==> src/rtl/core/cgnc_pkg.sv <==
`timescale 1ns / 1ps
// ----------------------------------------------------------------------------
// Cell grid neighbour counter package
// Shared field widths, request codes, controller states and the command and
// status records that pass between the controller and the datapath, and the neighbour offsets.
// ----------------------------------------------------------------------------
package cgnc_pkg;

   // Field widths of the request and response transactions.
   localparam int FUNC_W     = 3;
   localparam int COORD_W    = 6;
   localparam int DIM_W      = 7;
   localparam int CNT_W      = 4;
   localparam int REQ_W      = 16;
   localparam int RSP_W      = 8;
   localparam int CSR_ADDR_W = 2;
   localparam int CSR_DATA_W = 7;
   localparam int STEP_W     = 3;
   localparam int IDX_W      = 2 * DIM_W + 1;

   // Number of Moore neighbours around one cell.
   localparam int NB_COUNT   = 8;
   localparam logic [STEP_W-1:0] LAST_STEP = STEP_W'(NB_COUNT - 1);

   // Configuration register indexes.
   localparam logic [CSR_ADDR_W-1:0] CSR_WALLS  = 2'd0;
   localparam logic [CSR_ADDR_W-1:0] CSR_WIDTH  = 2'd1;
   localparam logic [CSR_ADDR_W-1:0] CSR_HEIGHT = 2'd2;

   // Request function codes.
   typedef enum logic [FUNC_W-1:0] {
      FUNC_SET      = 3'd0,
      FUNC_TOGGLE   = 3'd1,
      FUNC_ALL_LIVE = 3'd2,
      FUNC_ALL_DEAD = 3'd3,
      FUNC_READ     = 3'd4,
      FUNC_COUNT    = 3'd5
   } func_type;

   // Controller states.
   typedef enum logic [3:0] {
      ST_INIT,
      ST_IDLE,
      ST_READ,
      ST_EVAL,
      ST_COUNT,
      ST_DRAIN1,
      ST_DRAIN2,
      ST_SWEEP,
      ST_DONE
   } state_type;

   // Offset of a neighbour along one axis.
   typedef enum logic [1:0] {
      OFF_NEG,
      OFF_ZERO,
      OFF_POS
   } off_type;

   // Commands from the controller to the datapath.
   typedef struct packed {
      logic                load;
      logic                eval;
      logic                write;
      logic                nb_step;
      logic [STEP_W-1:0]   step;
      logic                sweep;
      logic                push;
   } cmd_type;

   // Status from the datapath to the controller.
   typedef struct packed {
      func_type            req_func;
      logic                req_oor;
      func_type            func;
      logic                sweep_last;
   } status_type;

   // Row offset of the neighbour visited at a given step.
   function automatic off_type nb_row_off(input logic [STEP_W-1:0] step);
      off_type off;
      case (step)
         3'd0, 3'd1, 3'd2: off = OFF_NEG;
         3'd3, 3'd4:       off = OFF_ZERO;
         default:          off = OFF_POS;
      endcase
      return off;
   endfunction

   // Column offset of the neighbour visited at a given step.
   function automatic off_type nb_col_off(input logic [STEP_W-1:0] step);
      off_type off;
      case (step)
         3'd0, 3'd3, 3'd5: off = OFF_NEG;
         3'd1, 3'd6:       off = OFF_ZERO;
         default:          off = OFF_POS;
      endcase
      return off;
   endfunction

endpackage

==> src/rtl/core/cgnc_ctrl.sv <==
`timescale 1ns / 1ps
// ----------------------------------------------------------------------------
// Cell grid neighbour counter controller
// Sequences each request through the datapath and owns both handshakes.
// ----------------------------------------------------------------------------
module cgnc_ctrl (
   input  logic                 clock,
   input  logic                 reset,
   input  logic                 req_tvalid,
   output logic                 req_tready,
   output logic                 rsp_tvalid,
   input  logic                 rsp_tready,
   input  cgnc_pkg::status_type status,
   output cgnc_pkg::cmd_type    cmd
);
   import cgnc_pkg::*;

   state_type         state_ff, state_in;
   logic [STEP_W-1:0] step_ff, step_in;
   logic              rsp_tvalid_ff, rsp_tvalid_in;
   logic              accept;
   logic              out_free;
   logic              push;
   logic              is_sweep_func;
   logic              is_cell_func;

   assign accept   = req_tvalid && req_tready;
   assign out_free = !rsp_tvalid_ff || rsp_tready;
   assign push     = (state_ff == ST_DONE) && out_free;

   // Classify the incoming request.
   always_comb begin
      is_sweep_func = 1'b0;
      is_cell_func  = 1'b0;
      case (status.req_func)
         FUNC_ALL_LIVE, FUNC_ALL_DEAD: is_sweep_func = 1'b1;
         FUNC_SET, FUNC_TOGGLE, FUNC_READ, FUNC_COUNT: is_cell_func = 1'b1;
         default: ;
      endcase
   end

   // Next state.
   always_comb begin
      state_in = state_ff;
      case (state_ff)
         ST_INIT: begin
            if (status.sweep_last) state_in = ST_IDLE;
         end
         ST_IDLE: begin
            if (accept) begin
               if (is_sweep_func) begin
                  state_in = ST_SWEEP;
               end else if (is_cell_func && !status.req_oor) begin
                  state_in = ST_READ;
               end else begin
                  state_in = ST_DONE;
               end
            end
         end
         ST_READ: state_in = ST_EVAL;
         ST_EVAL: begin
            state_in = (status.func == FUNC_COUNT) ? ST_COUNT : ST_DONE;
         end
         ST_COUNT: begin
            if (step_ff == LAST_STEP) state_in = ST_DRAIN1;
         end
         ST_DRAIN1: state_in = ST_DRAIN2;
         ST_DRAIN2: state_in = ST_DONE;
         ST_SWEEP: begin
            if (status.sweep_last) state_in = ST_DONE;
         end
         ST_DONE: begin
            if (out_free) state_in = ST_IDLE;
         end
         default: state_in = ST_IDLE;
      endcase
   end

   // Commands and handshake outputs.
   always_comb begin
      req_tready  = (state_ff == ST_IDLE);
      cmd.load    = accept;
      cmd.eval    = (state_ff == ST_EVAL);
      cmd.write   = (state_ff == ST_EVAL) &&
                    ((status.func == FUNC_SET) || (status.func == FUNC_TOGGLE));
      cmd.nb_step = (state_ff == ST_COUNT);
      cmd.step    = step_ff;
      cmd.sweep   = (state_ff == ST_SWEEP) || (state_ff == ST_INIT);
      cmd.push    = push;
   end

   // Neighbour step counter and response valid flag.
   always_comb begin
      step_in = (state_ff == ST_COUNT) ? step_ff + 1'b1 : '0;
      if (push) begin
         rsp_tvalid_in = 1'b1;
      end else if (rsp_tready) begin
         rsp_tvalid_in = 1'b0;
      end else begin
         rsp_tvalid_in = rsp_tvalid_ff;
      end
   end

   always_ff @(posedge clock) begin
      if (reset) begin
         state_ff      <= ST_INIT;
         step_ff       <= '0;
         rsp_tvalid_ff <= 1'b0;
      end else begin
         state_ff      <= state_in;
         step_ff       <= step_in;
         rsp_tvalid_ff <= rsp_tvalid_in;
      end
   end

   assign rsp_tvalid = rsp_tvalid_ff;

`ifndef SYNTHESIS
   // A new response only ever follows the done state.
   a_rsp_from_done: assert property (@(posedge clock) disable iff (reset)
      $rose(rsp_tvalid_ff) |-> $past(state_ff == ST_DONE))
      else $error("response raised outside the done state");

   // The drain phase starts only after all eight neighbours were issued.
   a_all_steps: assert property (@(posedge clock) disable iff (reset)
      (state_ff == ST_DRAIN1) |-> $past(state_ff == ST_COUNT && step_ff == LAST_STEP))
      else $error("neighbour scan ended early");

   // A fill leaves the sweep only at the last address.
   a_sweep_end: assert property (@(posedge clock) disable iff (reset)
      (state_ff == ST_SWEEP) && (state_in != ST_SWEEP) |-> status.sweep_last)
      else $error("fill sweep ended before the last address");
`endif

endmodule

==> config.mk <==
export PLATFORM = sky130hd
export DESIGN_NAME = cgnc_ctrl
export DESIGN_NICKNAME = d
export VERILOG_FILES = /design/src/rtl/core/cgnc_pkg.sv /design/src/rtl/core/cgnc_ctrl.sv
export SDC_FILE = /design/constraint.sdc
export NUM_CORES = 1
export LEC_CHECK = 0
export BUFFER_PORTS_ARGS = -buffer_cell sky130_fd_sc_hd__clkbuf_2
export CAP_MARGIN = 20
export CORE_MARGIN = 10
export CORE_UTILIZATION = 40
export CTS_CLUSTER_DIAMETER = 120
export DETAILED_ROUTE_END_ITERATION = 16
export GPL_TIMING_DRIVEN = 0
export PLACE_DENSITY = 0.66
export SETUP_SLACK_MARGIN = 0.02
export SYNTH_ARGS = -nofsm -noshare
export SYNTH_HDL_FRONTEND = slang
export SYNTH_SLANG_ARGS = --single-unit
==> constraint.sdc <==
create_clock -name clock -period 3.4 [get_ports clock]
set_clock_uncertainty 0.1 [all_clocks]
set_input_delay 0 -clock clock [delete_from_list [all_inputs] [get_ports clock]]
set_output_delay 0 -clock clock [all_outputs]
set_load 0.01 [all_outputs]
Word-level counts from Yosys, hierarchy flattened

Cells that the tools add are included.

Reduce and logical (&&, ||, !) cells: 17
Muxes and demuxes: 13
Add/sub/neg operators: 1
Bitwise logic cells: 1
Equal/unequal tests: 21

Operator list:

| kind                                                            | number |
|---|---|
| 4-bit case mux with 9 select lines                              | 1 |
| 4-bit 2-to-1 mux                                                | 8 |
| 4-bit by 3-bit == test with 1-bit output, second input constant | 4 |
| 3-bit == test, second input constant                            | 4 |
| 4-bit by 2-bit == test with 1-bit output, second input constant | 2 |
| 3-bit by 1-bit == test with 1-bit output, second input constant | 2 |
| 3-bit by 2-bit == test with 1-bit output, second input constant | 2 |
| 3-bit zero test                                                 | 2 |
| 2-bit != test, second input constant                            | 3 |
| 5-bit AND reduction                                             | 1 |
| 4-bit by 1-bit == test with 1-bit output, second input constant | 1 |
| 4-bit == test, second input constant                            | 1 |
| 1-bit logical AND                                               | 4 |
| 4-bit zero test                                                 | 1 |
| 1-bit 2-to-1 mux                                                | 4 |
| 2-bit by 1-bit != test with 1-bit output, second input constant | 2 |
| 2-bit OR reduction                                              | 2 |
| 4-bit OR reduction                                              | 1 |
| 3-bit by 1-bit adder with 3-bit output, second input constant   | 1 |
| 1-bit logical OR                                                | 3 |
| 1-bit zero test                                                 | 2 |
| 2-bit nonzero test                                              | 1 |
| 1-bit NOT                                                       | 1 |

Input port bits: 12
Register bits: 8
Output and inout bits: 11
Word-level logic and storage cells: 56

Logic depth before layout (Yosys ltp)

Word-level depth: 8
Depth in mapped cells: 6

Worst setup path before layout

Ideal clock, no wire load.

Kind: reg-to-reg
Start: register state_ff[3]
End: register state_ff[2]
Stages on the path, launching flop included: 6
Setup slack: 1.636 ns
Arrival time: 1.578 ns
Buffers on the path: 1
Library setup time: 0.086 ns
Required time: 3.214 ns
Cell sequence: dfxtp_1 buf_2 nor4b_1 and3b_1 a221oi_1 a211oi_1

Longest elaborated chain between the ends: 4
Elaborated cells between the ends (all ways): 17
Classes of those cells: eq/ne: 13; mux: 1; reduce/logical: 3

RTL lines:

| what                                               | line             | source |
|---|---|---|
| from (decl)                                        | cgnc_ctrl.sv:18  | `state_type state_ff, state_in;` |
| from (signal assigned)                             | cgnc_ctrl.sv:110 | `state_ff <= state_in;` |
| 4-bit by 1-bit == test with 1-bit output *         | cgnc_ctrl.sv:81  | `req_tready = (state_ff == ST_IDLE);` |
| named net req_tready                               | cgnc_ctrl.sv:10  | `output logic req_tready,` |
| 1-bit logical AND                                  | cgnc_ctrl.sv:27  | `assign accept = req_tvalid && req_tready;` |
| 2-bit by 1-bit != test with 1-bit output (no line) | n/a              |  |
| 5-bit AND reduction (no line)                      | n/a              |  |

The timed path passes the listed nets; every way through them passes the cells marked *.
A chain may end at the register's enable or synchronous reset.

Worst setup path in the final report

Start: register state_ff[1]
End: register state_ff[1]

Longest elaborated chain between the ends: 4
Elaborated cells between the ends (all ways): 17
Classes of those cells: eq/ne: 13; mux: 1; reduce/logical: 3

RTL lines:

| what                                               | line |
|---|---|
| 4-bit by 1-bit == test with 1-bit output           | cgnc_ctrl.sv:45, cgnc_ctrl.sv:81 |
| 1-bit logical AND                                  | cgnc_ctrl.sv:27 |
| 2-bit by 1-bit != test with 1-bit output (no line) | n/a |
| 5-bit AND reduction (no line)                      | n/a |

Parallel ways exist; a longest one is shown, timed or not.

==> flow_metrics.py <==
metrics = {
    "outcome": {
        "status": "completed",
    },
    "critical_path": {
        "cp.required_ns": 3.45,
        "worstRegToRegCells": 4,
        "reg2reg_from": "state_ff[1]$_SDFFE_PP0P_",
        "crit_fanout": 6,
        "crit_type": "reg -> reg",
        "r2r_end": "state_ff[1]$_SDFFE_PP0P_",
        "cp.arrival_ns": 1.85,
        "end_kind": "register",
        "cp-start-kind": "register",
        "r2r_slack_ns": 1.60,
    },
    "yosys": {
        "synth_top_family_by_area": "simple AND/OR/NAND/NOR gates",
        "ys_types": 31,
        "yosys.area_share.simple_pct": 40.51,
        "async_flop_share_pct": 0,
        "syn-mean-instance-area_um2": 8.446,
        "synth-adder-area-share_pct": 4.630,
        "yosysSeqAreaShare_pct": 29.63,
        "synth_cells": 64,
        "synth-compound-area-share_pct": 17.13,
        "netlist_area_um2": 540.5,
        "synthFlopType": "dfxtp_1",
        "syn_nets": 78,
        "synth.mux.area_fraction_pct": 1.852,
        "synth_enable_flop_cells": 0,
        "yosysWarningCount": 0,
        "synth-xor-area-share_pct": 0,
        "synth_seq_cells": 8,
    },
    "clock_network": {
        "clock_path_buffers": 2,
        "path_clk_slew_ns": 0.06,
        "clkSinkCount": 8,
        "clock_latency_ns": 0.26,
        "h-tree-depth": 1,
        "cts_tree": "yes",
        "cts-root-buf": "clkbuf_4",
        "cts-buffers-inserted": 3,
    },
    "global_routing": {
        "grt_pass1_vias": 555,
        "overflow": 0,
        "antenna_found_initial": 0,
        "grt_start_max_net_pins": 11,
        "grt_pass1_wl_mm": 2.366,
        "grtUsageTotal_pct": 8.694,
    },
    "drt": {
        "dr.pass1.iters": 4,
        "avgViaCountPerCell": 5.362,
        "vias": 563,
        "avgRoutedWirePerCell_um": 13.43,
        "drt_wl_total_mm": 1.410,
        "first_iter_violations": 2,
        "drc": 0,
        "ant_nets": 0,
    },
    "sta": {
        "finalSetupViolations": 0,
        "grt_setup_unrepaired": "false",
        "fin_crit_ns": 1.802,
        "setup_tns_ns": 0,
        "timing_worst_slew_pin_value_ns": 0.6054,
        "fin_crit_sh_pct": 52.99,
        "slew_viol_final": 0,
        "clock.fmax_ghz": 0.5550,
        "slew_headroom_pct": 59.21,
        "hold_viol": 0,
    },
    "cells_and_area": {
        "syn2layout_area_growth_pct": 30.79,
        "drive_above_1_share_pct": 36.67,
        "nets": 106,
        "stdcell_count": 105,
        "design_area_um2": 706.9,
        "antennaDiodeCount": 0,
    },
    "pwr": {
        "power.static_leakage_uw": 0.0003417,
        "vdd_ir_drop_max_mv": 0.3506,
        "p_per_area_nw_per_um2": 732.6,
    },
    "floorplan": {
        "die_h_um": 56.76,
        "initial_core_util_pct": 42.06,
        "pin_count": 23,
        "num_rows": 13,
        "die_area_um2": 3222,
        "coreArea_um2": 1285,
        "die_w_um": 56.76,
    },
    "min_path": {
        "holdPathStages": 4,
        "hold_start": "rsp_tready",
        "hold_class": "in -> reg",
        "whs_endpoint": "state_ff[3]$_SDFFE_PP0P_",
    },
    "placement": {
        "dpl.hpwl_mm": 1.083,
        "io_buffers": 21,
        "gp_congestion": 0.7772,
        "place_inst": 100,
        "dpl-instance-area_um2": 664.4,
    },
    "job": {
        "drv_cap": 0,
    },
}
[power breakdown]
| part | internal [uW] | switching, uW | leakage [uW] |
|---|---|---|---|
| combinational | 139 | 165 | 0.000263 |
| clock | 40.5 | 34.6 | 0.0000138 |
| sequential | 116 | 23.6 | 0.0000652 |
[logic make-up (layout without fill, tap and decap cells)]
logic type | Yosys count | after routing
AOI/OAI and AO/OA | 14 | 14
adders and majority gates | 2 | 2
buffers and inverters | 6 | 32
DFF | 8 | 8
muxes | 1 | 1
and+or+nand+nor | 33 | 33
[registers in the layout, indices dropped and copies added (netlist names)]
signal	count
step_ff	3
state_ff	4
rsp_tvalid	1
[routing by layer]
metal / share of wire (%) / up-vias / GRT usage [%]
li1: - / 292 / -
met1: 42 / 259 / 8.561
met2: 52 / 10 / 16.14
met3: 5.3 / 2 / 2.472
met4: 0.50 / 0 / 4.027
met5: 0 / - / 0
[cell usage after synthesis, types with 2 or more instances]
library cell / count / area [um2]
a31oi_1: 2 / 12.51
nor3_1: 3 / 15.01
nand2b_1: 4 / 25.02
a211oi_1: 2 / 15.01
and2_1: 3 / 18.77
nor2b_1: 2 / 12.51
a21oi_1: 3 / 15.01
nor2_1: 6 / 22.52
buf_4: 2 / 15.01
ha_1: 2 / 25.02
dfxtp_1: 8 / 160.2
buf_2: 3 / 15.01
nor3b_1: 3 / 22.52
and3b_1: 2 / 17.52
o21ai_0: 3 / 15.01
[cell usage in the layout (no fill, tap or decap), types with 2 or more instances in the layout]
cell type,netlist,layout
clkbuf_2,0,21
nor3b_1,3,3
and3b_1,2,2
buf_4,2,2
a211oi_1,2,2
nor2_1,6,6
nor2b_1,2,2
a21oi_1,3,3
ha_1,2,2
and2_1,3,3
a31oi_1,2,2
dlygate4sd3_1,0,2
clkbuf_4,0,3
nor3_1,3,3
dfxtp_1,8,8
o21ai_0,3,3
buf_2,3,3
nand2b_1,4,4
[worst max-delay path: stages, from the launching register on]
cell and delay (ns):
dfxtp_1 0.36, and3_1 0.21, o21ai_0 0.50, nand2_1 0.17
o41ai_1 0.35
[how the worst max path moves through the flow]
stage / cells past startpoint / end / start / slack, ns
2_1_floorplan: 5 / state_ff[2]$_SDFFE_PP0P_ / state_ff[3]$_SDFFE_PP0P_ / 1.64
5_1_grt: 4 / cmd[6] / state_ff[0]$_SDFFE_PP0P_ / 1.43
6_report: 4 / state_ff[1]$_SDFFE_PP0P_ / state_ff[1]$_SDFFE_PP0P_ / 1.60
3_3_place_gp: 5 / state_ff[2]$_SDFFE_PP0P_ / state_ff[3]$_SDFFE_PP0P_ / 1.69
4_1_cts: 4 / cmd[6] / state_ff[0]$_SDFFE_PP0P_ / 1.59
3_5_place_dp: 4 / state_ff[1]$_SDFFE_PP0P_ / state_ff[1]$_SDFFE_PP0P_ / 1.63
[cell type report]
| class | instances | area, um2 |
|---|---|---|
| repair buffers | 23 | 125.1 |
| clock buffers | 3 | 22.52 |
| plain buffers | 6 | 33.78 |
| multi-input cells | 50 | 346.6 |
| fillers | 132 | 578.1 |
| well taps | 15 | 18.77 |
| flip-flops and latches | 8 | 160.2 |
[per-stage QoR]
stage | setup slack, ns | utilization, % | total power (uW) | hold WS, ns
2_1_floorplan | 1.636 | - | 356.5 | -0.05052
3_3_place_gp | 1.686 | 51.70 | 434.2 | 0.1385
3_5_place_dp | 1.631 | 51.70 | 439.7 | 0.1463
4_1_cts | 1.591 | 55.01 | 519.9 | 0.1179
5_1_grt | 1.432 | 55.01 | 561.5 | 0.1491
6_report | 1.598 | 55.01 | 517.9 | 0.1096
[repair_timing]
item	4_1_cts	5_1_grt
endpoints found under the hold margin	5	0
buffers inserted	0	0
resized for setup	0	0
endpoints found under the setup margin	0	0
hold buffers	2	0
Power figures use the tool's default switching activity.
