--- src/rtl/core/cgnc_pkg.sv ---
`timescale 1ns / 1ps
// ----------------------------------------------------------------------------
// Cell grid neighbour counter package
// Shared field widths, request codes, controller states and the command and
// status records that pass between the controller and the datapath, and the neighbour offsets.
// ----------------------------------------------------------------------------
package cgnc_pkg;

   // Field widths of the request and response transactions.
   localparam int FUNC_W     = 3;
   localparam int COORD_W    = 6;
   localparam int DIM_W      = 7;
   localparam int CNT_W      = 4;
   localparam int REQ_W      = 16;
   localparam int RSP_W      = 8;
   localparam int CSR_ADDR_W = 2;
   localparam int CSR_DATA_W = 7;
   localparam int STEP_W     = 3;
   localparam int IDX_W      = 2 * DIM_W + 1;

   // Number of Moore neighbours around one cell.
   localparam int NB_COUNT   = 8;
   localparam logic [STEP_W-1:0] LAST_STEP = STEP_W'(NB_COUNT - 1);

   // Configuration register indexes.
   localparam logic [CSR_ADDR_W-1:0] CSR_WALLS  = 2'd0;
   localparam logic [CSR_ADDR_W-1:0] CSR_WIDTH  = 2'd1;
   localparam logic [CSR_ADDR_W-1:0] CSR_HEIGHT = 2'd2;

   // Request function codes.
   typedef enum logic [FUNC_W-1:0] {
      FUNC_SET      = 3'd0,
      FUNC_TOGGLE   = 3'd1,
      FUNC_ALL_LIVE = 3'd2,
      FUNC_ALL_DEAD = 3'd3,
      FUNC_READ     = 3'd4,
      FUNC_COUNT    = 3'd5
   } func_type;

   // Controller states.
   typedef enum logic [3:0] {
      ST_INIT,
      ST_IDLE,
      ST_READ,
      ST_EVAL,
      ST_COUNT,
      ST_DRAIN1,
      ST_DRAIN2,
      ST_SWEEP,
      ST_DONE
   } state_type;

   // Offset of a neighbour along one axis.
   typedef enum logic [1:0] {
      OFF_NEG,
      OFF_ZERO,
      OFF_POS
   } off_type;

   // Commands from the controller to the datapath.
   typedef struct packed {
      logic                load;
      logic                eval;
      logic                write;
      logic                nb_step;
      logic [STEP_W-1:0]   step;
      logic                sweep;
      logic                push;
   } cmd_type;

   // Status from the datapath to the controller.
   typedef struct packed {
      func_type            req_func;
      logic                req_oor;
      func_type            func;
      logic                sweep_last;
   } status_type;

   // Row offset of the neighbour visited at a given step.
   function automatic off_type nb_row_off(input logic [STEP_W-1:0] step);
      off_type off;
      case (step)
         3'd0, 3'd1, 3'd2: off = OFF_NEG;
         3'd3, 3'd4:       off = OFF_ZERO;
         default:          off = OFF_POS;
      endcase
      return off;
   endfunction

   // Column offset of the neighbour visited at a given step.
   function automatic off_type nb_col_off(input logic [STEP_W-1:0] step);
      off_type off;
      case (step)
         3'd0, 3'd3, 3'd5: off = OFF_NEG;
         3'd1, 3'd6:       off = OFF_ZERO;
         default:          off = OFF_POS;
      endcase
      return off;
   endfunction

endpackage

--- src/rtl/core/cgnc_dpath.sv ---
`timescale 1ns / 1ps
// ----------------------------------------------------------------------------
// Cell grid neighbour counter datapath
// Holds the configuration, the request, the address unit, the result
// registers and the response register, and drives the cell store port.
// ----------------------------------------------------------------------------
module cgnc_dpath #(
   parameter int MAX_COLS = 64,
   parameter int MAX_ROWS = 64,
   parameter int DEPTH    = MAX_COLS * MAX_ROWS,
   parameter int AW       = (DEPTH > 1) ? $clog2(DEPTH) : 1
) (
   input  logic                          clock,
   input  logic                          reset,
   input  logic                          csr_we,
   input  logic [cgnc_pkg::CSR_ADDR_W-1:0] csr_addr,
   input  logic [cgnc_pkg::CSR_DATA_W-1:0] csr_wdata,
   input  logic [cgnc_pkg::REQ_W-1:0]    req_tdata,
   output logic [cgnc_pkg::RSP_W-1:0]    rsp_tdata,
   input  cgnc_pkg::cmd_type             cmd,
   output cgnc_pkg::status_type          status,
   output logic                          ram_we,
   output logic [AW-1:0]                 ram_addr,
   output logic                          ram_wdata,
   input  logic                          ram_rdata
);
   import cgnc_pkg::*;

   localparam int ResetCols = (MAX_COLS < 64) ? MAX_COLS : 64;
   localparam int ResetRows = (MAX_ROWS < 64) ? MAX_ROWS : 64;
   localparam logic [AW-1:0] LastAddr = AW'(DEPTH - 1);

   // Configuration, held as effective (saturated) sizes.
   logic               walls_ff, walls_in;
   logic [DIM_W-1:0]   eff_w_ff, eff_w_in;
   logic [DIM_W-1:0]   eff_h_ff, eff_h_in;

   // Request fields.
   func_type           req_func;
   logic [COORD_W-1:0] req_col;
   logic [COORD_W-1:0] req_row;
   logic               req_value;
   logic               req_cell;
   logic               req_oor;

   func_type           func_ff;
   logic [COORD_W-1:0] col_ff;
   logic [COORD_W-1:0] row_ff;
   logic               value_ff;

   // Address unit.
   off_type            col_off;
   off_type            row_off;
   logic [DIM_W-1:0]   nb_col;
   logic [DIM_W-1:0]   nb_row;
   logic               off_col;
   logic               off_row;
   logic [DIM_W-1:0]   mul_row;
   logic [DIM_W-1:0]   mul_col;
   logic [2*DIM_W-1:0] prod;
   logic [IDX_W-1:0]   idx;
   logic [AW-1:0]      addr_ff;
   logic               nb_use_ff;
   logic               nb_pend_ff;

   // Fill sweep.
   logic [AW-1:0]      sweep_ff;
   logic               sweep_val_ff;

   // Results.
   logic               new_bit;
   logic               alive_ff;
   logic [CNT_W-1:0]   cnt_ff;
   logic               oor_ff;
   logic [RSP_W-1:0]   rsp_tdata_ff;

   // Unpack the request transaction.
   assign req_func  = func_type'(req_tdata[FUNC_W-1:0]);
   assign req_col   = req_tdata[FUNC_W +: COORD_W];
   assign req_row   = req_tdata[FUNC_W+COORD_W +: COORD_W];
   assign req_value = req_tdata[FUNC_W+2*COORD_W];

   // Range check for requests that address a single cell.
   always_comb begin
      case (req_func)
         FUNC_SET, FUNC_TOGGLE, FUNC_READ, FUNC_COUNT: req_cell = 1'b1;
         default: req_cell = 1'b0;
      endcase
      req_oor = req_cell && ((DIM_W'(req_col) >= eff_w_ff) ||
                             (DIM_W'(req_row) >= eff_h_ff));
   end

   assign status.req_func   = req_func;
   assign status.req_oor    = req_oor;
   assign status.func       = func_ff;
   assign status.sweep_last = (sweep_ff == LastAddr);

   // Configuration writes saturate the sizes to the store dimensions.
   always_comb begin
      walls_in = walls_ff;
      eff_w_in = eff_w_ff;
      eff_h_in = eff_h_ff;
      if (csr_we) begin
         case (csr_addr)
            CSR_WALLS:  walls_in = csr_wdata[0];
            CSR_WIDTH:  eff_w_in = (int'(csr_wdata) > MAX_COLS) ? DIM_W'(MAX_COLS)
                                                                : csr_wdata;
            CSR_HEIGHT: eff_h_in = (int'(csr_wdata) > MAX_ROWS) ? DIM_W'(MAX_ROWS)
                                                                : csr_wdata;
            default: ;
         endcase
      end
   end

   always_ff @(posedge clock) begin
      if (reset) begin
         walls_ff <= 1'b0;
         eff_w_ff <= DIM_W'(ResetCols);
         eff_h_ff <= DIM_W'(ResetRows);
      end else begin
         walls_ff <= walls_in;
         eff_w_ff <= eff_w_in;
         eff_h_ff <= eff_h_in;
      end
   end

   // Neighbour coordinates: wrap on the torus, flag when off the grid.
   always_comb begin
      col_off = nb_col_off(cmd.step);
      row_off = nb_row_off(cmd.step);
      nb_col  = DIM_W'(col_ff);
      off_col = 1'b0;
      case (col_off)
         OFF_NEG: begin
            if (col_ff == '0) begin
               nb_col  = eff_w_ff - 1'b1;
               off_col = 1'b1;
            end else begin
               nb_col = DIM_W'(col_ff) - 1'b1;
            end
         end
         OFF_POS: begin
            if (DIM_W'(col_ff) + 1'b1 >= eff_w_ff) begin
               nb_col  = '0;
               off_col = 1'b1;
            end else begin
               nb_col = DIM_W'(col_ff) + 1'b1;
            end
         end
         default: ;
      endcase
      nb_row  = DIM_W'(row_ff);
      off_row = 1'b0;
      case (row_off)
         OFF_NEG: begin
            if (row_ff == '0) begin
               nb_row  = eff_h_ff - 1'b1;
               off_row = 1'b1;
            end else begin
               nb_row = DIM_W'(row_ff) - 1'b1;
            end
         end
         OFF_POS: begin
            if (DIM_W'(row_ff) + 1'b1 >= eff_h_ff) begin
               nb_row  = '0;
               off_row = 1'b1;
            end else begin
               nb_row = DIM_W'(row_ff) + 1'b1;
            end
         end
         default: ;
      endcase
   end

   // Row-major index, one multiplier shared by the center and the neighbours.
   always_comb begin
      mul_row = cmd.load ? DIM_W'(req_row) : nb_row;
      mul_col = cmd.load ? DIM_W'(req_col) : nb_col;
      prod    = mul_row * eff_w_ff;
      idx     = IDX_W'(prod) + IDX_W'(mul_col);
   end

   // Value written back by set and toggle, also the reported cell state.
   always_comb begin
      case (func_ff)
         FUNC_SET:    new_bit = value_ff;
         FUNC_TOGGLE: new_bit = !ram_rdata;
         default:     new_bit = ram_rdata;
      endcase
   end

   // Request, address and result registers.
   always_ff @(posedge clock) begin
      if (cmd.load) begin
         func_ff  <= req_func;
         col_ff   <= req_col;
         row_ff   <= req_row;
         value_ff <= req_value;
         oor_ff   <= req_oor;
      end
      if (cmd.load || cmd.nb_step) begin
         addr_ff <= AW'(idx);
      end
      if (cmd.load) begin
         alive_ff <= 1'b0;
      end else if (cmd.eval) begin
         alive_ff <= new_bit;
      end
      if (cmd.load) begin
         cnt_ff <= '0;
      end else if (nb_pend_ff && ram_rdata) begin
         cnt_ff <= cnt_ff + 1'b1;
      end
      if (cmd.push) begin
         rsp_tdata_ff <= RSP_W'({oor_ff, cnt_ff, alive_ff});
      end
   end

   // Read pipeline flags for the neighbour scan, and the fill sweep.
   always_ff @(posedge clock) begin
      if (reset) begin
         nb_use_ff    <= 1'b0;
         nb_pend_ff   <= 1'b0;
         sweep_ff     <= '0;
         sweep_val_ff <= 1'b0;
      end else begin
         nb_use_ff  <= cmd.nb_step && !(walls_ff && (off_col || off_row));
         nb_pend_ff <= nb_use_ff;
         if (cmd.load) begin
            sweep_ff     <= '0;
            sweep_val_ff <= (req_func == FUNC_ALL_LIVE);
         end else if (cmd.sweep) begin
            sweep_ff <= (sweep_ff == LastAddr) ? '0 : sweep_ff + 1'b1;
         end
      end
   end

   // Cell store port.
   assign ram_we    = cmd.sweep || cmd.write;
   assign ram_addr  = cmd.sweep ? sweep_ff : addr_ff;
   assign ram_wdata = cmd.sweep ? sweep_val_ff : new_bit;
   assign rsp_tdata = rsp_tdata_ff;

`ifndef SYNTHESIS
   // The neighbour count never exceeds the size of the neighbourhood.
   a_cnt_max: assert property (@(posedge clock) disable iff (reset)
      cmd.push |-> (int'(cnt_ff) <= NB_COUNT))
      else $error("neighbour count above eight");

   // An ignored request reports no cell state and no count.
   a_oor_zero: assert property (@(posedge clock) disable iff (reset)
      cmd.push && oor_ff |-> !alive_ff && (cnt_ff == '0))
      else $error("out-of-range request reported data");
`endif

endmodule

--- config.mk ---
export PLATFORM = sky130hd
export DESIGN_NAME = cgnc_dpath
export DESIGN_NICKNAME = d
export VERILOG_FILES = /design/src/rtl/core/cgnc_pkg.sv /design/src/rtl/core/cgnc_dpath.sv
export SDC_FILE = /design/constraint.sdc
export NUM_CORES = 1
export LEC_CHECK = 0
export BUFFER_PORTS_ARGS = -buffer_cell sky130_fd_sc_hd__clkbuf_2
export CAP_MARGIN = 20
export CELL_PAD_IN_SITES_DETAIL_PLACEMENT = 0
export CELL_PAD_IN_SITES_GLOBAL_PLACEMENT = 1
export CORE_ASPECT_RATIO = 2
export CORE_MARGIN = 8
export CORE_UTILIZATION = 40
export CTS_CLUSTER_SIZE = 28
export DETAILED_ROUTE_END_ITERATION = 7
export MAX_ROUTING_LAYER = met4
export PLACE_DENSITY = 0.71
export SLEW_MARGIN = 20
export SYNTH_ARGS = -nofsm -noshare
export SYNTH_HDL_FRONTEND = slang
export SYNTH_SLANG_ARGS = --single-unit
--- constraint.sdc ---
create_clock -name clock -period 9.75 [get_ports clock]
set_input_delay 0.4875 -clock clock [delete_from_list [all_inputs] [get_ports clock]]
set_output_delay 0.4875 -clock clock [all_outputs]
set_load 0.03 [all_outputs]
# After elaboration in Yosys (flattened, before gate mapping)
# Index checks and enable logic that the tools add are counted.
word_totals:
  reg_bits: 70
  input_bits: 38
  word_cells: 96
classes:
  n_addsub: 9
  multipliers: 1
  n_lt_le_gt_ge: 5
  n_eq_ne: 16
  muxes: 22
  n_reduce_logical: 27
ops:
  columns: ["cell", "n"]
  rows:
  - ["2-to-1 mux 7 bit", 7]
  - ["one-hot mux 7 bit (2 select lines)", 2]
  - ["2-to-1 mux 12 bit", 2]
  - ["== test 3 bit (second input constant)", 5]
  - ["adder 6 x 1 -> 7 bit (second input constant)", 2]
  - [">= comparator 6 x 7 -> 1 bit", 2]
  - [">= comparator 7 bit", 2]
  - ["subtractor 6 x 1 -> 7 bit (second input constant)", 2]
  - ["subtractor 7 x 1 -> 7 bit (second input constant)", 2]
  - ["adder 12 x 1 -> 12 bit (second input constant)", 1]
  - ["adder 12 x 7 -> 12 bit", 1]
  - ["== test 12 bit (second input constant)", 1]
  - ["zero test 6 bit", 2]
  - ["multiplier 7 x 7 -> 12 bit", 1]
  - ["== test 3 x 1 -> 1 bit (second input constant)", 3]
  - ["== test 3 x 2 -> 1 bit (second input constant)", 3]
  - ["zero test 3 bit", 3]
  - ["one-hot mux 2 bit (2 select lines)", 2]
  - ["greater-than comparator 7 bit (second input constant)", 1]
  - ["== test 2 bit (second input constant)", 3]
  - ["zero test 2 bit", 3]
  - ["2-to-1 mux 1 bit", 6]
  - ["one-hot mux 1 bit (2 select lines)", 3]
  - ["AND reduction 2 bit", 3]
  - ["other kinds (8)", 18]

# Longest topological paths before layout
depth:
  word_depth: 9
  ltp_mapped: 28

# Least setup slack after synthesis
# Ideal clock, no wire load.
synth_path:
  kind: "reg2reg"
  start: "reg row_ff[0]"
  end: "reg addr_ff[11] (data pin)"
  arrival_time_ns: 5.980
  required_ns: 9.482
  setup_slack_ns: 3.503
  stages_incl_launch_ff: 23
  n_path_buf: 0
  period_less_slack_ns: 6.247
  cell_sequence: "edfxtp_1 inv_1 ha_1 nor3b_1 nand2_1 mux2i_1 ha_1 nand3_1 or4_4 a41oi_2 a2bb2oi_1 nor3_1 fa_1 fa_1 fa_1 inv_1 fa_1 inv_1 ha_1 a21o_1 o31ai_1 o21ai_0 xnor3_1"
synth_between:
  elab_chain_len: 7
  elab_cells_between_ends: 10
synth_lines:
  columns: ["item", "line", "text"]
  rows:
  - ["from (decl)", "cgnc_dpath.sv:48", "logic [COORD_W-1:0] row_ff;"]
  - ["from (signal assigned)", "cgnc_dpath.sv:197", "row_ff <= req_row;"]
  - ["adder 6 x 1 -> 7 bit", "cgnc_dpath.sv:164, cgnc_dpath.sv:168", null]
  - [">= comparator 7 bit", "cgnc_dpath.sv:164", "if (DIM_W'(row_ff) + 1'b1 >= eff_h_ff) begin"]
  - ["2-to-1 mux 7 bit", "cgnc_dpath.sv:164", null]
  - ["one-hot mux 7 bit (2 select lines) (*)", "cgnc_dpath.sv:154", "case (row_off)"]
  - ["2-to-1 mux 7 bit (*)", "cgnc_dpath.sv:177", "mul_row = cmd.load ? DIM_W'(req_row) : nb_row;"]
  - ["multiplier 7 x 7 -> 12 bit (*)", "cgnc_dpath.sv:179", "prod = mul_row * eff_w_ff;"]
  - ["adder 12 x 7 -> 12 bit (*)", "cgnc_dpath.sv:180", "idx = IDX_W'(prod) + IDX_W'(mul_col);"]
  - ["via idx[11]", "cgnc_dpath.sv:61", "logic [IDX_W-1:0] idx;"]
  - ["to (signal assigned)", "cgnc_dpath.sv:202", "addr_ff <= AW'(idx);"]
  - ["to (decl)", "cgnc_dpath.sv:62", "logic [AW-1:0] addr_ff;"]
# The timed path passes the listed nets; every way through them passes the cells marked *.
# A chain may end at the register's enable or synchronous reset.

# Worst setup path in the final report
# Same ends and word-level chain as after synthesis.

==> results <==
- The switching portion of total power is 0.300.
- The fraction of registers with async set/reset is 0.
- The net switching component of the power is 0.000281 W.
- The initial antenna violation count came to 0.
- Buffers added to address setup during post-CTS repair amount to 0.
- The worst min-delay path endpoint is value_ff$_DFFE_PP_.
- The type of the worst setup path is reg2reg.
- CTS saw 70 sinks.
- The synthesized netlist occupies a cell area of 6180 sq um.
- The sum of overflow across all layers after global routing is 0.
- The number of buffers created by CTS is 9.
- VDD sags by at most 0.0000923 V.
- In the global route stage, overall resource usage came out at 0.183.
- The core occupancy in the finished layout is 0.458.
- The minimum clock period is 7140 ps.
- Before antenna repair, the detailed router went through 4 iterations.
- Compared with the post-synthesis result, the final layout area differs by 12.8%.
- Counting every instance in the synthesized netlist gives 698.
- The first global-routing pass estimated 27300 microns of wire.
- STA classifies the critical path endpoint as a register.
- The reg-to-reg setup timing slack is 2610 ps.
- Using the TritonRoute via totals, the vias-per-cell ratio works out to 5.31.
- Among all stages on the critical path, the largest delay is contributed by sky130_fd_sc_hd__fa_1.
- After filler insertion, the fill cell instance count of the layout stands at 1514.
- The kind of cell with the highest combined delay on the critical path is compound AO/OA/AOI/OAI gates.
- The I/O pin count is 68.
- In the synthesized netlist, the cells that appear most often are 78 x sky130_fd_sc_hd__nand2_1, 76 x sky130_fd_sc_hd__inv_1, 61 x sky130_fd_sc_hd__ha_1.
- Routability-driven placement finished with a final weighted congestion of 0.965.
- For this run, the post-layout net count is 875.
- Counting flops with a built-in enable in the synthesized netlist gives 35.
- The total power consumption of the routed design is 0.000937 W.
- The data arrival time at the worst-slack endpoint is 7220 ps.
- The final-report hold violation count was 0.
- Counting cells, the worst reg-to-reg path comes to 27.
- The floorplan step defined a die boundary enclosing 19900 sq um.
- In this run the critical register-to-register path is launched from row_ff[0]$_DFFE_PP_.
- The number of global-route vias before repair is 5273.
- The normalized max-slew margin is 0.356.
- The die outline width is 104 microns.
- Clock latency on the worst-skew pair, taken at its later pin, is 340 ps.
- The fraction of power consumed by combinational cells is 0.230.
- The startpoint identified for the worst hold timing path is req_tdata[15].
- The destination of the worst register-to-register timing path is addr_ff[11]$_DFFE_PP_.
- The HPWL after detailed placement is 14500 microns.
- The post-synthesis cell type with the largest combined area is sky130_fd_sc_hd__edfxtp_1.
- Setup repair after global routing left no endpoint under its margin.
- The final cell area excluding filler cells is 6970 sq um.
- Clock-pin slew was measured on the worst setup and hold paths at 60 ps.
- On the worst path, the slowest cell contributes a delay of 580 ps.
- TritonCTS built the clock tree.
- After synthesis, the netlist uses 66 different library cells.
- The total vias in the final route is 5036.
- The number of warnings reported in the yosys synthesis log is 0.
- The internal power of the cells totals 0.000656 W.
- Setup violations remaining at the end of the flow were counted as 0.
- The least setup slack across all paths after layout is 2610 ps.
- The root buffer cell chosen for the clock tree is sky130_fd_sc_hd__clkbuf_16.
- For this design, the CTS-stage hold fixing added 0 buffers.
- The number of buffers on the longest clock path is 2.
- Across the run, the number of max-cap violations was 0.
- In this run the standard cell core region covers 15200 sq um.
- The count of standard-cell rows is 64.
- The final routed wirelength across all metal layers is 17400 microns.
- The floorplan step set the die height to 192 microns.
- 0 antenna diodes ended up in the layout.
- The total cell area at the placement stage is 6630 sq um.
- The most numerous cell in the Yosys netlist is sky130_fd_sc_hd__nand2_1.
- For this design the static power due to leakage is 3.06 nW.
- The multi-input combinational cells in the finished layout cover a total of 4000 sq um.
- OpenSTA, run right after detailed placement, puts the worst setup slack at 2600 ps.
- In this run the remaining antenna-violating nets after routing total 0.
- The share of the clock period used by the worst path is 0.733.
- The worst hold path belongs to the class in2reg.
- The first routing iteration left 291 violations.
- The sequential cells in the finished layout cover a total of 1750 sq um.
- The post-synthesis sequential element count is 70.
- The H-tree generated during clock tree synthesis spans 3 levels.
- Across the routed clock network, the largest skew measured is 5.61 ps.
- The number of pins with negative max-slew slack in the final report is 0.
- In the synthesized netlist the dominant register cell turns out to be sky130_fd_sc_hd__edfxtp_1.
- The clock network power share is 0.395.
- The maximum number of pins on one net before global-route repair is 55.
- The slew at the pin closest to its max-slew limit is 939 ps.
- Power spread over the standard cell area amounts to 134 nW/um^2.
- The maximum achievable frequency is 140 MHz.
- The initial cell density of the core is 0.406.
- The portion of synthesized cell area occupied by the leading cell type is 0.170.
- The biggest fanout along the worst timing path is 9.
- The mean area per synthesized cell is 8.85 sq um.
- In the post-synthesis netlist, the biggest area contributors are sky130_fd_sc_hd__edfxtp_1 17%, sky130_fd_sc_hd__ha_1 12%, sky130_fd_sc_hd__dfxtp_1 11%.
- The post-route DRC violation count is 0.
- The run finished with clean final reports.
- The library cell appearing most often on the critical path is sky130_fd_sc_hd__ha_1.
- STA classifies the critical path startpoint as a register.
- Gates resized during post-CTS repair numbered 0.
- The routed length per instance is 18.3 microns.
- Of the total power, registers draw 0.376.
- Port buffering added 65 buffers.
- Along the worst hold path, the cell count comes to 1.
- Adding up every negative setup slack in the final design gives 0 ps.
- The proportion of synthesized chip area in sequential cells is 0.283.
- Data on the critical path is required at its endpoint by 9830 ps.
- The number of buffers and inverters on the critical path is 4.
- Of the cells placed in the final design, the portion with a size suffix greater than 1 is 0.152.
[logic make-up (layout without fill, tap and decap cells)]
family,after synthesis,in the layout,synth area share
compound gates,134,134,0.139
xor+xnor,33,33,0.0490
fa+ha+maj,91,91,0.221
buf+inv,108,160,0.0707
flops,70,70,0.283
mux,22,22,0.0387
other cells,1,2,0.000607
simple gates,239,239,0.198
[area by class of cell]
| type | instances | area share |
|---|---|---|
| inverter | 76 | 0.0409 |
| multi-input combinational | 521 | 0.573 |
| timing repair buffer | 68 | 0.0499 |
| tap | 198 | 0.0355 |
| clock buffer | 10 | 0.0359 |
| sequential | 70 | 0.251 |
| clock inverter | 6 | 0.0131 |
[worst max path at each step]
stage	endpoint	depth (start not counted)	start
2_1_floorplan	addr_ff[11]$_DFFE_PP_	22	row_ff[0]$_DFFE_PP_
3_3_place_gp	addr_ff[11]$_DFFE_PP_	27	row_ff[0]$_DFFE_PP_
3_5_place_dp	addr_ff[11]$_DFFE_PP_	27	row_ff[0]$_DFFE_PP_
4_1_cts	addr_ff[11]$_DFFE_PP_	27	row_ff[0]$_DFFE_PP_
5_1_grt	addr_ff[11]$_DFFE_PP_	27	row_ff[0]$_DFFE_PP_
6_report	addr_ff[11]$_DFFE_PP_	27	row_ff[0]$_DFFE_PP_
[through the flow]
stage,std cells,hold WS [ps]
after floorplan,699,400
after global placement,933,404
after CTS,949,322
final,949,333
after detailed placement,933,430
after global routing,949,329
[layer usage]
| metal | up-vias | track usage | routed length, microns |
|---|---|---|---|
| met5 | - | - | 0 |
| met4 | 0 | 0.128 | 1120 |
| met3 | 54 | 0.0296 | 527 |
| met2 | 110 | 0.359 | 9990 |
| met1 | 2402 | 0.151 | 5720 |
| li1 | 2470 | - | - |
[layout by cell type (no fill, tap or decap), types with 3 or more instances in the layout]
| master | n |
|---|---|
| sky130_fd_sc_hd__xnor2_1 | 15 |
| sky130_fd_sc_hd__o211ai_1 | 3 |
| sky130_fd_sc_hd__o21ai_0 | 24 |
| sky130_fd_sc_hd__xor2_1 | 17 |
| sky130_fd_sc_hd__and3_1 | 4 |
| sky130_fd_sc_hd__and2_1 | 34 |
| sky130_fd_sc_hd__o21a_1 | 6 |
| sky130_fd_sc_hd__clkbuf_16 | 10 |
| sky130_fd_sc_hd__mux2i_1 | 7 |
| sky130_fd_sc_hd__nand4_1 | 8 |
| sky130_fd_sc_hd__nand2b_1 | 11 |
| sky130_fd_sc_hd__mux2_2 | 15 |
| sky130_fd_sc_hd__or3_1 | 5 |
| sky130_fd_sc_hd__or2_2 | 6 |
| sky130_fd_sc_hd__nor3b_1 | 4 |
| sky130_fd_sc_hd__a31oi_1 | 5 |
| sky130_fd_sc_hd__dfxtp_1 | 35 |
| sky130_fd_sc_hd__clkbuf_2 | 65 |
| sky130_fd_sc_hd__a211oi_1 | 5 |
| sky130_fd_sc_hd__ha_1 | 61 |
| sky130_fd_sc_hd__a21oi_1 | 47 |
| sky130_fd_sc_hd__nand2_1 | 78 |
| sky130_fd_sc_hd__o31ai_1 | 5 |
| sky130_fd_sc_hd__nor2b_1 | 12 |
| sky130_fd_sc_hd__edfxtp_1 | 35 |
| sky130_fd_sc_hd__buf_4 | 3 |
| sky130_fd_sc_hd__nand3_1 | 14 |
| sky130_fd_sc_hd__fa_1 | 30 |
| sky130_fd_sc_hd__nor2_1 | 42 |
| sky130_fd_sc_hd__a21o_1 | 15 |
| sky130_fd_sc_hd__nor3_1 | 7 |
| sky130_fd_sc_hd__inv_1 | 76 |
[registers in the layout, summed over array words and instances, names as in the netlist]
register / cells
rsp_tdata: 6
walls_ff: 1
nb_pend_ff: 1
func_ff: 3
cnt_ff: 4
oor_ff: 1
value_ff: 1
alive_ff: 1
eff_w_ff: 7
col_ff: 6
nb_use_ff: 1
row_ff: 6
sweep_ff: 12
sweep_val_ff: 1
eff_h_ff: 7
addr_ff: 12
[power groups by stage]
stage	clock network, W	registers (W)	logic, W
6_report	0.000370	0.000352	0.000215
2_1_floorplan	0	0.000351	0.000159
3_3_place_gp	0	0.000358	0.000214
5_1_grt	0.000391	0.000355	0.000242
4_1_cts	0.000381	0.000352	0.000218
3_5_place_dp	0	0.000359	0.000217
No activity file was read; power rests on OpenSTA's default activity.
